--- src/wap_pkg.sv ---
// ----------------------------------------------------------------------------
// wap_pkg
// Types and constants for the two-wheel steering PID controller.
// ----------------------------------------------------------------------------
`timescale 1ns / 1ps

package wap_pkg;

    localparam int GAIN_FRAC_BITS = 8;
    localparam int INTEGRAL_WIDTH = 32;

    localparam int GAIN_W     = 16;
    localparam int ANGLE_W    = 9;
    localparam int ERR_W      = 9;
    localparam int DIFF_W     = 10;
    localparam int MAXV_W     = 10;
    localparam int VEL_W      = 11;
    localparam int CFG_IDX_W  = 3;
    localparam int CFG_DATA_W = 16;

    // products and their sum
    localparam int PP_W  = GAIN_W + ERR_W;
    localparam int PI_W  = GAIN_W + INTEGRAL_WIDTH;
    localparam int PD_W  = GAIN_W + DIFF_W;
    localparam int ACC_W = PI_W + 2;
    localparam int SH_W  = ACC_W - GAIN_FRAC_BITS;

    localparam int QUEUE_DEPTH = 4;
    localparam int QPTR_W      = $clog2(QUEUE_DEPTH);
    localparam int QCNT_W      = QPTR_W + 1;

    localparam logic [MAXV_W-1:0] MAXV_RESET = MAXV_W'(200);

    localparam logic signed [DIFF_W-1:0] WRAP_HALF = DIFF_W'(180);
    localparam logic signed [DIFF_W-1:0] WRAP_FULL = DIFF_W'(360);
    localparam logic signed [ERR_W-1:0]  ON_BAND   = ERR_W'(2);

    // configuration register indexes
    localparam logic [CFG_IDX_W-1:0] REG_LEFT_KP      = 3'd0;
    localparam logic [CFG_IDX_W-1:0] REG_LEFT_KI      = 3'd1;
    localparam logic [CFG_IDX_W-1:0] REG_LEFT_KD      = 3'd2;
    localparam logic [CFG_IDX_W-1:0] REG_RIGHT_KP     = 3'd3;
    localparam logic [CFG_IDX_W-1:0] REG_RIGHT_KI     = 3'd4;
    localparam logic [CFG_IDX_W-1:0] REG_RIGHT_KD     = 3'd5;
    localparam logic [CFG_IDX_W-1:0] REG_MAX_VELOCITY = 3'd6;

    typedef logic signed [GAIN_W-1:0]         gain_t;
    typedef logic signed [ERR_W-1:0]          err_t;
    typedef logic signed [DIFF_W-1:0]         diff_t;
    typedef logic signed [INTEGRAL_WIDTH-1:0] integ_t;

    typedef struct packed {
        gain_t kp;
        gain_t ki;
        gain_t kd;
    } wap_gains_t;

    typedef struct packed {
        wap_gains_t              left_gains;
        wap_gains_t              right_gains;
        logic [MAXV_W-1:0]       max_velocity;
    } wap_cfg_t;

    // one classified beat handed from the front end to the back end
    typedef struct packed {
        logic   wheel;
        logic   on;
        err_t   err;
        diff_t  diff;
        integ_t integ;
    } wap_item_t;

endpackage

--- src/wheel_angle_pid_top.sv ---
// Two-wheel steering PID controller. Each input beat names a wheel (0 left,
// 1 right) with a target and a measured angle in degrees; the wrapped error
// drives kp*e + ki*I + kd*(e - prev) with signed Q8.8 gains, floored to whole
// rpm, forced to zero within one degree of target and otherwise clamped to
// +/- max_velocity. The top motor gets that value, the bottom its negation.
// Throughput is one beat per clock while the queue has room: the front end
// wraps the error and updates that wheel's saturating integral and last
// error in the accept cycle; this read-modify-write of the per-wheel state
// is what lets beats for the same wheel follow each other back to back.
// From input accept to result valid a beat passes the queue, the product
// stage, the sum stage and the clamp into the output register. A
// 4-entry queue sits between front and back, so input stall rises only when
// that queue is full. Gains are picked at the product stage; write them only
// while the block is idle.
// ----------------------------------------------------------------------------
// wheel_angle_pid_top
// Top level: config registers, front end, queue, PID pipeline.
// ----------------------------------------------------------------------------
`timescale 1ns / 1ps

module wheel_angle_pid_top (
    input  logic                                 clk,
    input  logic                                 rst_n,
    // configuration write port
    input  logic                                 cfg_write,
    input  logic [wap_pkg::CFG_IDX_W-1:0]        cfg_index,
    input  logic [wap_pkg::CFG_DATA_W-1:0]       cfg_data,
    // input channel
    input  logic                                 in_valid,
    output logic                                 in_stall,
    input  logic                                 wheel_select,
    input  logic [wap_pkg::ANGLE_W-1:0]          setpoint_deg,
    input  logic [wap_pkg::ANGLE_W-1:0]          measured_deg,
    // result channel
    output logic                                 out_valid,
    input  logic                                 out_stall,
    output logic                                 wheel_echo,
    output logic signed [wap_pkg::VEL_W-1:0]     top_velocity,
    output logic signed [wap_pkg::VEL_W-1:0]     bottom_velocity,
    output logic                                 on_target
);
    import wap_pkg::*;

    wap_cfg_t   cfg_reg;
    wap_item_t  front_item;
    wap_item_t  head_item;
    logic       in_accept;
    logic       q_full;
    logic       q_not_empty;
    logic       q_pop;

    // Config registers; an index past the list is ignored.
    always_ff @(posedge clk or negedge rst_n)
    begin
        if (!rst_n)
        begin
            cfg_reg.left_gains   <= '0;
            cfg_reg.right_gains  <= '0;
            cfg_reg.max_velocity <= MAXV_RESET;
        end
        else if (cfg_write)
        begin
            unique case (cfg_index)
                REG_LEFT_KP:      cfg_reg.left_gains.kp  <= cfg_data;
                REG_LEFT_KI:      cfg_reg.left_gains.ki  <= cfg_data;
                REG_LEFT_KD:      cfg_reg.left_gains.kd  <= cfg_data;
                REG_RIGHT_KP:     cfg_reg.right_gains.kp <= cfg_data;
                REG_RIGHT_KI:     cfg_reg.right_gains.ki <= cfg_data;
                REG_RIGHT_KD:     cfg_reg.right_gains.kd <= cfg_data;
                REG_MAX_VELOCITY: cfg_reg.max_velocity   <= cfg_data[MAXV_W-1:0];
                default:          ;
            endcase
        end
    end

    // Input stall depends on queue occupancy alone.
    assign in_stall  = q_full;
    assign in_accept = in_valid && !in_stall;

    wap_front u_front (
        .clk           (clk),
        .rst_n         (rst_n),
        .accept        (in_accept),
        .wheel_select  (wheel_select),
        .setpoint_deg  (setpoint_deg),
        .measured_deg  (measured_deg),
        .item          (front_item)
    );

    wap_queue u_queue (
        .clk       (clk),
        .rst_n     (rst_n),
        .push      (in_accept),
        .push_item (front_item),
        .pop       (q_pop),
        .head_item (head_item),
        .not_empty (q_not_empty),
        .full      (q_full)
    );

    wap_back u_back (
        .clk             (clk),
        .rst_n           (rst_n),
        .cfg             (cfg_reg),
        .item            (head_item),
        .item_valid      (q_not_empty),
        .item_pop        (q_pop),
        .out_valid       (out_valid),
        .out_stall       (out_stall),
        .wheel_echo      (wheel_echo),
        .top_velocity    (top_velocity),
        .bottom_velocity (bottom_velocity),
        .on_target       (on_target)
    );

endmodule

--- src/wap_front.sv ---
// ----------------------------------------------------------------------------
// wap_front
// Wraps the angle error and updates the per-wheel integral and last error.
// ----------------------------------------------------------------------------
`timescale 1ns / 1ps

module wap_front (
    input  logic                         clk,
    input  logic                         rst_n,
    input  logic                         accept,
    input  logic                         wheel_select,
    input  logic [wap_pkg::ANGLE_W-1:0]  setpoint_deg,
    input  logic [wap_pkg::ANGLE_W-1:0]  measured_deg,
    output wap_pkg::wap_item_t           item
);
    import wap_pkg::*;

    integ_t integ_reg [2];
    err_t   prev_reg  [2];

    diff_t                     raw;
    diff_t                     wrapped;
    err_t                      err;
    diff_t                     diff;
    logic [INTEGRAL_WIDTH:0]   sum_wide;
    integ_t                    sum_sat;

    localparam integ_t INTEG_MAX = {1'b0, {(INTEGRAL_WIDTH-1){1'b1}}};
    localparam integ_t INTEG_MIN = {1'b1, {(INTEGRAL_WIDTH-1){1'b0}}};

    always_comb
    begin
        raw = $signed({1'b0, setpoint_deg}) - $signed({1'b0, measured_deg});
        // single wrap; -180 stays as is
        if (raw > WRAP_HALF)
        begin
            wrapped = raw - WRAP_FULL;
        end
        else if (raw < -WRAP_HALF)
        begin
            wrapped = raw + WRAP_FULL;
        end
        else
        begin
            wrapped = raw;
        end
        err  = wrapped[ERR_W-1:0];
        diff = DIFF_W'(err) - DIFF_W'(prev_reg[wheel_select]);

        sum_wide = (INTEGRAL_WIDTH+1)'(integ_reg[wheel_select]) + (INTEGRAL_WIDTH+1)'(err);
        if (sum_wide[INTEGRAL_WIDTH] != sum_wide[INTEGRAL_WIDTH-1])
        begin
            sum_sat = sum_wide[INTEGRAL_WIDTH] ? INTEG_MIN : INTEG_MAX;
        end
        else
        begin
            sum_sat = sum_wide[INTEGRAL_WIDTH-1:0];
        end

        item.wheel = wheel_select;
        item.on    = (err > -ON_BAND) && (err < ON_BAND);
        item.err   = err;
        item.diff  = diff;
        item.integ = sum_sat;
    end

    always_ff @(posedge clk or negedge rst_n)
    begin
        if (!rst_n)
        begin
            integ_reg[0] <= '0;
            integ_reg[1] <= '0;
            prev_reg[0]  <= '0;
            prev_reg[1]  <= '0;
        end
        else if (accept)
        begin
            integ_reg[wheel_select] <= sum_sat;
            prev_reg[wheel_select]  <= err;
        end
    end

endmodule

--- src/wap_queue.sv ---
// ----------------------------------------------------------------------------
// wap_queue
// Short FIFO that decouples the front end from the multiply pipeline.
// ----------------------------------------------------------------------------
`timescale 1ns / 1ps

module wap_queue (
    input  logic                clk,
    input  logic                rst_n,
    input  logic                push,
    input  wap_pkg::wap_item_t  push_item,
    input  logic                pop,
    output wap_pkg::wap_item_t  head_item,
    output logic                not_empty,
    output logic                full
);
    import wap_pkg::*;

    wap_item_t          mem_reg [QUEUE_DEPTH];
    logic [QPTR_W-1:0]  wr_ptr_reg;
    logic [QPTR_W-1:0]  rd_ptr_reg;
    logic [QCNT_W-1:0]  count_reg;
    logic [QCNT_W-1:0]  count_next;

    assign head_item = mem_reg[rd_ptr_reg];
    assign not_empty = (count_reg != '0);
    assign full      = (count_reg == QCNT_W'(QUEUE_DEPTH));

    always_comb
    begin
        count_next = count_reg;
        if (push && !pop)
        begin
            count_next = count_reg + 1'b1;
        end
        else if (pop && !push)
        begin
            count_next = count_reg - 1'b1;
        end
    end

    always_ff @(posedge clk)
    begin
        if (push)
        begin
            mem_reg[wr_ptr_reg] <= push_item;
        end
    end

    always_ff @(posedge clk or negedge rst_n)
    begin
        if (!rst_n)
        begin
            wr_ptr_reg <= '0;
            rd_ptr_reg <= '0;
            count_reg  <= '0;
        end
        else
        begin
            if (push)
            begin
                wr_ptr_reg <= wr_ptr_reg + 1'b1;
            end
            if (pop)
            begin
                rd_ptr_reg <= rd_ptr_reg + 1'b1;
            end
            count_reg <= count_next;
        end
    end

endmodule

--- src/wap_back.sv ---
// ----------------------------------------------------------------------------
// wap_back
// Three-stage PID datapath: products, sum, fraction drop and clamp.
// ----------------------------------------------------------------------------
`timescale 1ns / 1ps

module wap_back (
    input  logic                              clk,
    input  logic                              rst_n,
    input  wap_pkg::wap_cfg_t                 cfg,
    input  wap_pkg::wap_item_t                item,
    input  logic                              item_valid,
    output logic                              item_pop,
    output logic                              out_valid,
    input  logic                              out_stall,
    output logic                              wheel_echo,
    output logic signed [wap_pkg::VEL_W-1:0]  top_velocity,
    output logic signed [wap_pkg::VEL_W-1:0]  bottom_velocity,
    output logic                              on_target
);
    import wap_pkg::*;

    // stage 1: products
    logic                     s1_valid_reg;
    logic                     s1_wheel_reg;
    logic                     s1_on_reg;
    logic signed [PP_W-1:0]   s1_pp_reg;
    logic signed [PI_W-1:0]   s1_pi_reg;
    logic signed [PD_W-1:0]   s1_pd_reg;
    // stage 2: sum
    logic                     s2_valid_reg;
    logic                     s2_wheel_reg;
    logic                     s2_on_reg;
    logic signed [ACC_W-1:0]  s2_acc_reg;
    // stage 3: output register
    logic                     s3_valid_reg;
    logic                     s3_wheel_reg;
    logic                     s3_on_reg;
    logic signed [VEL_W-1:0]  s3_top_reg;
    logic signed [VEL_W-1:0]  s3_bot_reg;

    logic s1_ready, s2_ready, s3_ready;

    wap_gains_t              gains;
    logic signed [SH_W-1:0]  shifted;
    logic signed [SH_W-1:0]  lim;
    logic signed [SH_W-1:0]  vel;

    assign s3_ready = !s3_valid_reg || !out_stall;
    assign s2_ready = !s2_valid_reg || s3_ready;
    assign s1_ready = !s1_valid_reg || s2_ready;
    assign item_pop = item_valid && s1_ready;

    assign gains = item.wheel ? cfg.right_gains : cfg.left_gains;

    always_comb
    begin
        shifted = SH_W'(s2_acc_reg >>> GAIN_FRAC_BITS);
        lim     = $signed(SH_W'(cfg.max_velocity));
        if (s2_on_reg)
        begin
            vel = '0;
        end
        else if (shifted > lim)
        begin
            vel = lim;
        end
        else if (shifted < -lim)
        begin
            vel = -lim;
        end
        else
        begin
            vel = shifted;
        end
    end

    always_ff @(posedge clk)
    begin
        if (item_pop)
        begin
            s1_wheel_reg <= item.wheel;
            s1_on_reg    <= item.on;
            s1_pp_reg    <= PP_W'(gains.kp) * PP_W'(item.err);
            s1_pi_reg    <= PI_W'(gains.ki) * PI_W'(item.integ);
            s1_pd_reg    <= PD_W'(gains.kd) * PD_W'(item.diff);
        end
        if (s1_valid_reg && s2_ready)
        begin
            s2_wheel_reg <= s1_wheel_reg;
            s2_on_reg    <= s1_on_reg;
            s2_acc_reg   <= ACC_W'(s1_pp_reg) + ACC_W'(s1_pi_reg) + ACC_W'(s1_pd_reg);
        end
        if (s2_valid_reg && s3_ready)
        begin
            s3_wheel_reg <= s2_wheel_reg;
            s3_on_reg    <= s2_on_reg;
            s3_top_reg   <= vel[VEL_W-1:0];
            s3_bot_reg   <= VEL_W'(-vel);
        end
    end

    always_ff @(posedge clk or negedge rst_n)
    begin
        if (!rst_n)
        begin
            s1_valid_reg <= 1'b0;
            s2_valid_reg <= 1'b0;
            s3_valid_reg <= 1'b0;
        end
        else
        begin
            if (s1_ready)
            begin
                s1_valid_reg <= item_valid;
            end
            if (s2_ready)
            begin
                s2_valid_reg <= s1_valid_reg;
            end
            if (s3_ready)
            begin
                s3_valid_reg <= s2_valid_reg;
            end
        end
    end

    assign out_valid       = s3_valid_reg;
    assign wheel_echo      = s3_wheel_reg;
    assign on_target       = s3_on_reg;
    assign top_velocity    = s3_top_reg;
    assign bottom_velocity = s3_bot_reg;

endmodule

--- config.mk ---
export PLATFORM = sky130hd
export DESIGN_NAME = wheel_angle_pid_top
export DESIGN_NICKNAME = d
export VERILOG_FILES = /design/src/wap_pkg.sv /design/src/wheel_angle_pid_top.sv /design/src/wap_front.sv /design/src/wap_queue.sv /design/src/wap_back.sv
export SDC_FILE = /design/constraint.sdc
export NUM_CORES = 2
export LEC_CHECK = 0
export ABC_AREA = 1
export BUFFER_PORTS_ARGS = -buffer_cell sky130_fd_sc_hd__buf_2
export CORE_UTILIZATION = 30
export CTS_CLUSTER_DIAMETER = 40
export DETAILED_ROUTE_END_ITERATION = 8
export PLACE_DENSITY = 0.42
export SETUP_SLACK_MARGIN = 0.02
export SLEW_MARGIN = 20
export SYNTH_ARGS = -nofsm -noshare
export SYNTH_HDL_FRONTEND = slang
export SYNTH_SLANG_ARGS = --single-unit
--- constraint.sdc ---
create_clock -name clk -period 8.2 [get_ports clk]
set_clock_uncertainty 0.2 [all_clocks]
set_input_delay 0.82 -clock clk [delete_from_list [all_inputs] [get_ports clk]]
set_output_delay 0.82 -clock clk [all_outputs]
set_load 0.005 [all_outputs]
# After elaboration in Yosys (flattened, before gate mapping)
# Memories as Yosys holds them, arrays and structs flattened.
# Index checks and enable logic that the tools add are counted.
# word_totals
ram_bits,212
memories,1
register_bits,375
out_inout_bits,26
in_bits,43
# mem_list
memory,words,width,read_ports,rd_clocked_by_memory_dff,wr,line,source
u_queue.mem_reg,4,53,1,0,1,wap_queue.sv:19,wap_item_t mem_reg [QUEUE_DEPTH];
# op_classes
bitwise_logic,1
n_eq_ne,8
mux,24
mul,3
order_cmp,8
n_reduce_logical,28
n_addsub,13
# op_table
op,n
two-way mux 32 bit,6
bitwise mux 64 bit,1
two-way mux 9 bit,6
adder 49 x 26 -> 50 bit,1
adder 25 x 48 -> 49 bit,1
multiplier 16 x 32 -> 48 bit,1
two-way mux 48 bit,1
greater-than comparator 42 x 11 -> 1 bit,1
< comparator 42 bit,1
negator 10 -> 42 bit,1
adder 32 x 9 -> 33 bit,1
two-way mux 11 bit,3
demux 32 bit (select 1 bit),1
multiplier 16 x 10 -> 26 bit,1
multiplier 16 x 9 -> 25 bit,1
subtractor 9 x 9 -> 10 bit,2
bitwise mux 18 bit,1
AND reduction 2 bit,7
"equality test 3 bit, second input constant",4
negator 11 bit,1
"greater-than comparator 10 x 9 -> 1 bit, second input constant",1
"< comparator 10 x 9 -> 1 bit, second input constant",1
"adder 9 bit, second input constant",1
demux 9 bit (select 1 bit),1
20 further kinds,39

# Logic depth before layout (Yosys ltp)
# logic_depth
ltp_word,8
ltp_mapped,37
mapped_depth_nobuf,36

# Cells and area by module
# A second synthesis with hierarchy kept.
# hier_totals
hier_cells,6841
hier_area_um2,60404.2
# modules_own_cells
mod,cells_per_inst,n_inst,area_per_inst_um2,seq_area_each_um2
wap_back,4630,1,39696.8,5119.9
wap_queue,667,1,9173.8,6541.3
wap_front,1074,1,7377.1,2052.0
wheel_angle_pid_top,470,1,4156.5,2656.3

# Worst setup path before layout
# OpenSTA, ideal clock, no wires.
# synth_path
kind,input to register
from,in out_stall
to,reg u_queue.count_reg[1]
n_path_buf,0
required_ps,7875
slack_ps,1074
t_arrival_ps,6801
path_stages,10
setup_time_ps,125
cell_sequence,nand2_1 nor2_1 inv_1 nor2_1 nor2_1 inv_1 ha_1 inv_1 fa_1 mux2_2
# synth_between
elab_chain_cells,8
elab_cells_between_ends,10
cone_classes,mux: 1; reduce/logical: 9
# synth_rtl
item,line,source
"start, declared",wheel_angle_pid_top.sv:36,"input logic out_stall,"
zero test 1 bit,wap_back.sv:49,assign s3_ready = !s3_valid_reg || !out_stall;
logical OR 1 bit,wap_back.sv:49,
logical OR 1 bit,wap_back.sv:50,assign s2_ready = !s2_valid_reg || s3_ready;
logical OR 1 bit,wap_back.sv:51,assign s1_ready = !s1_valid_reg || s2_ready;
logical AND 1 bit,wap_back.sv:52,assign item_pop = item_valid && s1_ready;
via q_pop,wheel_angle_pid_top.sv:50,logic q_pop;
zero test 1 bit,wap_queue.sv:32,if (push && !pop)
logical AND 1 bit,wap_queue.sv:32,
two-way mux 3 bit,wap_queue.sv:32,
via u_queue.count_next[1],wap_queue.sv:23,logic [QCNT_W-1:0] count_next;
"end signal, assigned",wap_queue.sv:68,count_reg <= count_next;
"end, declared",wap_queue.sv:22,logic [QCNT_W-1:0] count_reg;
# The timed path passes the listed nets, and every way through them passes these cells.
# A chain may end at the register's enable or synchronous reset.

# Worst setup path after layout
# layout_path
from,reg u_queue.rd_ptr_reg[0]
to,"reg u_back.s1_pi_reg[44], data pin"
# layout_between
elab_chain_cells,3
# layout_rtl
item,line,source
"start, declared",wap_queue.sv:21,logic [QPTR_W-1:0] rd_ptr_reg;
"start signal, assigned",wap_queue.sv:66,rd_ptr_reg <= rd_ptr_reg + 1'b1;
memory read (4 x 53 bit) *,--,
two-way mux 48 bit,wap_back.sv:54,assign gains = item.wheel ? cfg.right_gains : cfg.left_gains;
multiplier 16 x 32 -> 48 bit *,wap_back.sv:85,s1_pi_reg <= PI_W'(gains.ki) * PI_W'(item.integ);
"end signal, assigned",wap_back.sv:85,
"end, declared",wap_back.sv:28,logic signed [PI_W-1:0] s1_pi_reg;
# Every way passes the cells marked *; elsewhere a longest branch is shown, timed or not.

==> impl_table.tex <==
\begin{tabular}{lr}
\hline
Metric & Value \\
\hline
\multicolumn{2}{l}{\textbf{Global routing}} \\
Initial antenna violation count & 5 \\
Vias in the first global route & 46,050 \\
Total global routing track utilization & 0.1805 \\
Pin count of the biggest net entering global routing & 90 \\
Wire length of the first global-routing pass & 275,300 um \\
Overall overflow remaining after global route & 0 \\
\multicolumn{2}{l}{\textbf{Layout}} \\
Layout cells sized above 1 & 0.09314 \\
Max reg flops & approximately 210 \\
Final core utilization & 0.3431 \\
Layout-stage area growth over the synthesis result & 13.65\% \\
Post-Layout Inst Area & 66,830 um2 \\
\# nets final & around 8,000 \\
Commonest non-fill, non-tap cell in the layout & sky130\_fd\_sc\_hd\_\_nand2\_1 \\
Commonest cells after routing, fill and taps aside & sky130\_fd\_sc\_hd\_\_nand2\_1, sky130\_fd\_sc\_hd\_\_inv\_1, sky130\_fd\_sc\_hd\_\_fa\_1 \\
\multicolumn{2}{l}{\textbf{STA}} \\
WHS & $\sim$0.18 ns \\
Min Tclk post-route & 7.796 ns \\
Worst slew pin tran & 1.088 ns \\
Total negative slack for setup checks & 0 ns \\
Final number of max-transition violations & 0 \\
Setup repair after global routing missed its margin & no \\
Final-report setup violation count & 0 \\
Final count of hold timing violations & 0 \\
Period utilisation layout & 0.9507 \\
Worst rel slew slack & 0.2668 \\
Highest Clock Rate & approximately 130 MHz \\
\multicolumn{2}{l}{\textbf{Synth}} \\
Seq cells post-synth & 578 \\
Synth Net Count & 7,828 \\
Post-synth EDFFs & 380 \\
Post-synthesis compound-gate area fraction & 0.07498 \\
Mean cell area of the mapped netlist & 8.904 um2 \\
Syn Inst Count & $\sim$6,600 \\
Proportion of synthesized area in mux cells & 0.001383 \\
Xor/xnor share of the synthesized area & 0.02953 \\
Sequential-to-total area share from yosys stat & 0.2784 \\
Dominant register cell in the synthesized netlist & sky130\_fd\_sc\_hd\_\_edfxtp\_1 \\
Post-synthesis share of cell area spent on full adders, half adders and majority gates & 0.3528 \\
Post-synth cell types & 66 \\
Syn. warnings & 0 \\
Asr flop ratio synth & 0.3426 \\
Combinational family with the most area after synthesis & adder cells \\
Share of synthesized cell area in and, or, nand and nor gates & 0.1734 \\
Total standard cell area after synthesis & 58,800 um2 \\
\multicolumn{2}{l}{\textbf{Clock tree}} \\
Root cell of the clock tree & sky130\_fd\_sc\_hd\_\_clkbuf\_16 \\
Worst skew pair latency & 0.76 ns \\
Clock tree from TritonCTS & yes \\
Number of buffers on the longest clock path & 3 \\
Deepest level of the CTS H-tree & 3 \\
Inserted Clock Buffers & between 100 and 150 \\
Number of sinks on the clock net & 578 \\
Clock-pin slew of the registers on the worst-case setup and hold paths & 0.05 ns \\
\multicolumn{2}{l}{\textbf{Die}} \\
Die extent in y & 444.7 um \\
Core box area & roughly 190,000 um2 \\
Die area & around 200,000 um2 \\
Initial core utilization & 0.3019 \\
Width of the chip & 444.7 um \\
I/O Pins & 69 \\
Row cnt & 162 \\
\multicolumn{2}{l}{\textbf{Place}} \\
DPL Wire Length & 141,000 um \\
Gpl congestion & between 0.8 and 0.9 \\
Quantity of I/O buffers inserted on ports & 68 \\
Post-placement cell area & 62,970 um2 \\
\multicolumn{2}{l}{\textbf{Route}} \\
Ratio of routed vias to standard cells & 4.560 \\
Total detailed-routing wirelength & 174,800 um \\
Residual DRC & 0 \\
Total via count in the routed design & roughly 43,000 \\
Number of antenna-violating nets in the routed design & 0 \\
Routed length per instance & 18.44 um \\
Detailed Routing Iterations Pass 1 & 5 \\
Violation count after the first detailed-route iteration & 2,473 \\
\multicolumn{2}{l}{\textbf{Worst setup path}} \\
Nature of the critical path startpoint & register \\
Crit path arrival time & 8.05 ns \\
Endpoint class of the critical path & register \\
Required time reported for the critical path endpoint & between 8 and 9 ns \\
Maximum fanout encountered on the critical timing path & between 50 and 60 \\
Path type of the worst setup path & reg2reg \\
\multicolumn{2}{l}{\textbf{Flow run}} \\
Max-cap violations & 0 \\
\multicolumn{2}{l}{\textbf{Run status}} \\
Outcome & complete, no violations \\
\multicolumn{2}{l}{\textbf{Worst hold path}} \\
Hold Path Class & in2reg \\
\hline
\end{tabular}
==> metal layers <==
metal | track usage | share of wire | up-vias
met5 | 0 | 0 | -
met4 | 0.04171 | 0.020 | 0
li1 | - | - | 20920
met2 | 0.3074 | 0.48 | 690
met3 | 0.01600 | 0.029 | 172
met1 | 0.2473 | 0.47 | 21440
==> Yosys cell counts (all sizes together) (3+ instances only) <==
cell type,instances,area (um2)
o21ai,317,1624
dfrtp,195,4880
nand4,26,175.2
a21oi,258,1318
xnor2,70,613.1
o2111ai,6,52.55
xor2,124,1124
o211ai,6,50.05
a221oi,3,26.28
a32o,3,30.03
mux2i,7,70.07
buf,38,210.2
nand3,123,675.6
nor2,680,2577
nor4,8,50.05
o21a,20,150.1
or2,125,782.0
nand2,1507,5729
nand3b,4,33.78
inv,1214,4557
a32oi,47,486.7
nor3,30,155.1
a21o,21,157.7
a21boi,10,75.07
dfstp,3,78.83
o21bai,14,105.1
o31ai,4,30.03
o221ai,6,52.55
edfxtp,380,11410
clkbuf,125,469.2
fa,795,15920
clkinv,7,26.28
ha,386,4830
a31oi,32,200.2
==> metrics by stage <==
step,worst slack [ns],cells
3_5_place_dp,0.06796,9272
2_1_floorplan,1.074,6604
5_1_grt,0.05617,9475
4_1_cts,0.03103,9467
3_3_place_gp,0.1111,9271
6_report,0.4044,9479
==> worst max-delay path, cell delays in order, from the launching register on <==
cell and delay [ns]:
sky130_fd_sc_hd__dfrtp_4 0.50, sky130_fd_sc_hd__buf_12 0.18, sky130_fd_sc_hd__or2_2 0.32, sky130_fd_sc_hd__a32oi_1 0.55
sky130_fd_sc_hd__buf_4 0.33, sky130_fd_sc_hd__nor2_1 0.17, sky130_fd_sc_hd__fa_1 0.66, sky130_fd_sc_hd__inv_1 0.17
sky130_fd_sc_hd__fa_1 0.51, sky130_fd_sc_hd__inv_1 0.05, sky130_fd_sc_hd__fa_1 0.48, sky130_fd_sc_hd__fa_1 0.53
sky130_fd_sc_hd__fa_1 0.52, sky130_fd_sc_hd__inv_1 0.06, sky130_fd_sc_hd__fa_1 0.47, sky130_fd_sc_hd__inv_1 0.04
sky130_fd_sc_hd__ha_1 0.36, sky130_fd_sc_hd__nand2_1 0.13, sky130_fd_sc_hd__nor2_1 0.11, sky130_fd_sc_hd__inv_1 0.07
sky130_fd_sc_hd__nor2_1 0.13, sky130_fd_sc_hd__inv_1 0.06, sky130_fd_sc_hd__nor4_1 0.25, sky130_fd_sc_hd__nand3_1 0.13
sky130_fd_sc_hd__nand3_1 0.20, sky130_fd_sc_hd__nand3_1 0.10, sky130_fd_sc_hd__o2111ai_1 0.10, sky130_fd_sc_hd__xor2_1 0.09
==> worst paths after layout <==
check / from / to / slack [ns] / cells after the start
setup / recovery: u_queue.rd_ptr_reg[0] / u_back.s1_pi_reg[44] / 0.40 / 27
hold / removal: out_stall / u_back.out_valid / 0.18 / 3
min in group asynchronous: rst_n / u_front.integ_reg[20] / 0.44 / 2
hold reg to reg: u_front.integ_reg[51] / u_front.integ_reg[51] / 0.27 / 2
setup reg to reg: u_queue.rd_ptr_reg[0] / u_back.s1_pi_reg[44] / 0.40 / 27
max in group asynchronous: rst_n / cfg_reg[6] / 5.98 / 4
==> logic make-up after synthesis <==
group / after synthesis
AND/OR/NAND/NOR: 2506
XOR/XNOR: 194
buffers and inverters: 1384
multiplexers: 8
adder cells (fa/ha/maj): 1181
flip-flops: 578
AO/OA/AOI/OAI: 753
==> timing repair <==
item / 4_1_cts / 5_1_grt
setup endpoints to repair: 0 / 28
setup buffers: 0 / 6
hold buffers: 1 / 0
endpoints found under the hold margin: 87 / 0
gates resized for setup: 0 / 25
==> cell type report <==
class	count	area, um2
Antenna cell	5	12.51
Clock buffer	114	2638
Clock inverter	80	1072
Fill cell	20310	128000
Inverter	1221	4602
Multi-Input combinational cell	4642	37270
Sequential cell	578	16370
Tap cell	2624	3283
Timing Repair Buffer	215	1574
Power is left out: the tool's default activity adds up to more than one toggle a clock period on the data nets, which glitch-free logic cannot reach.
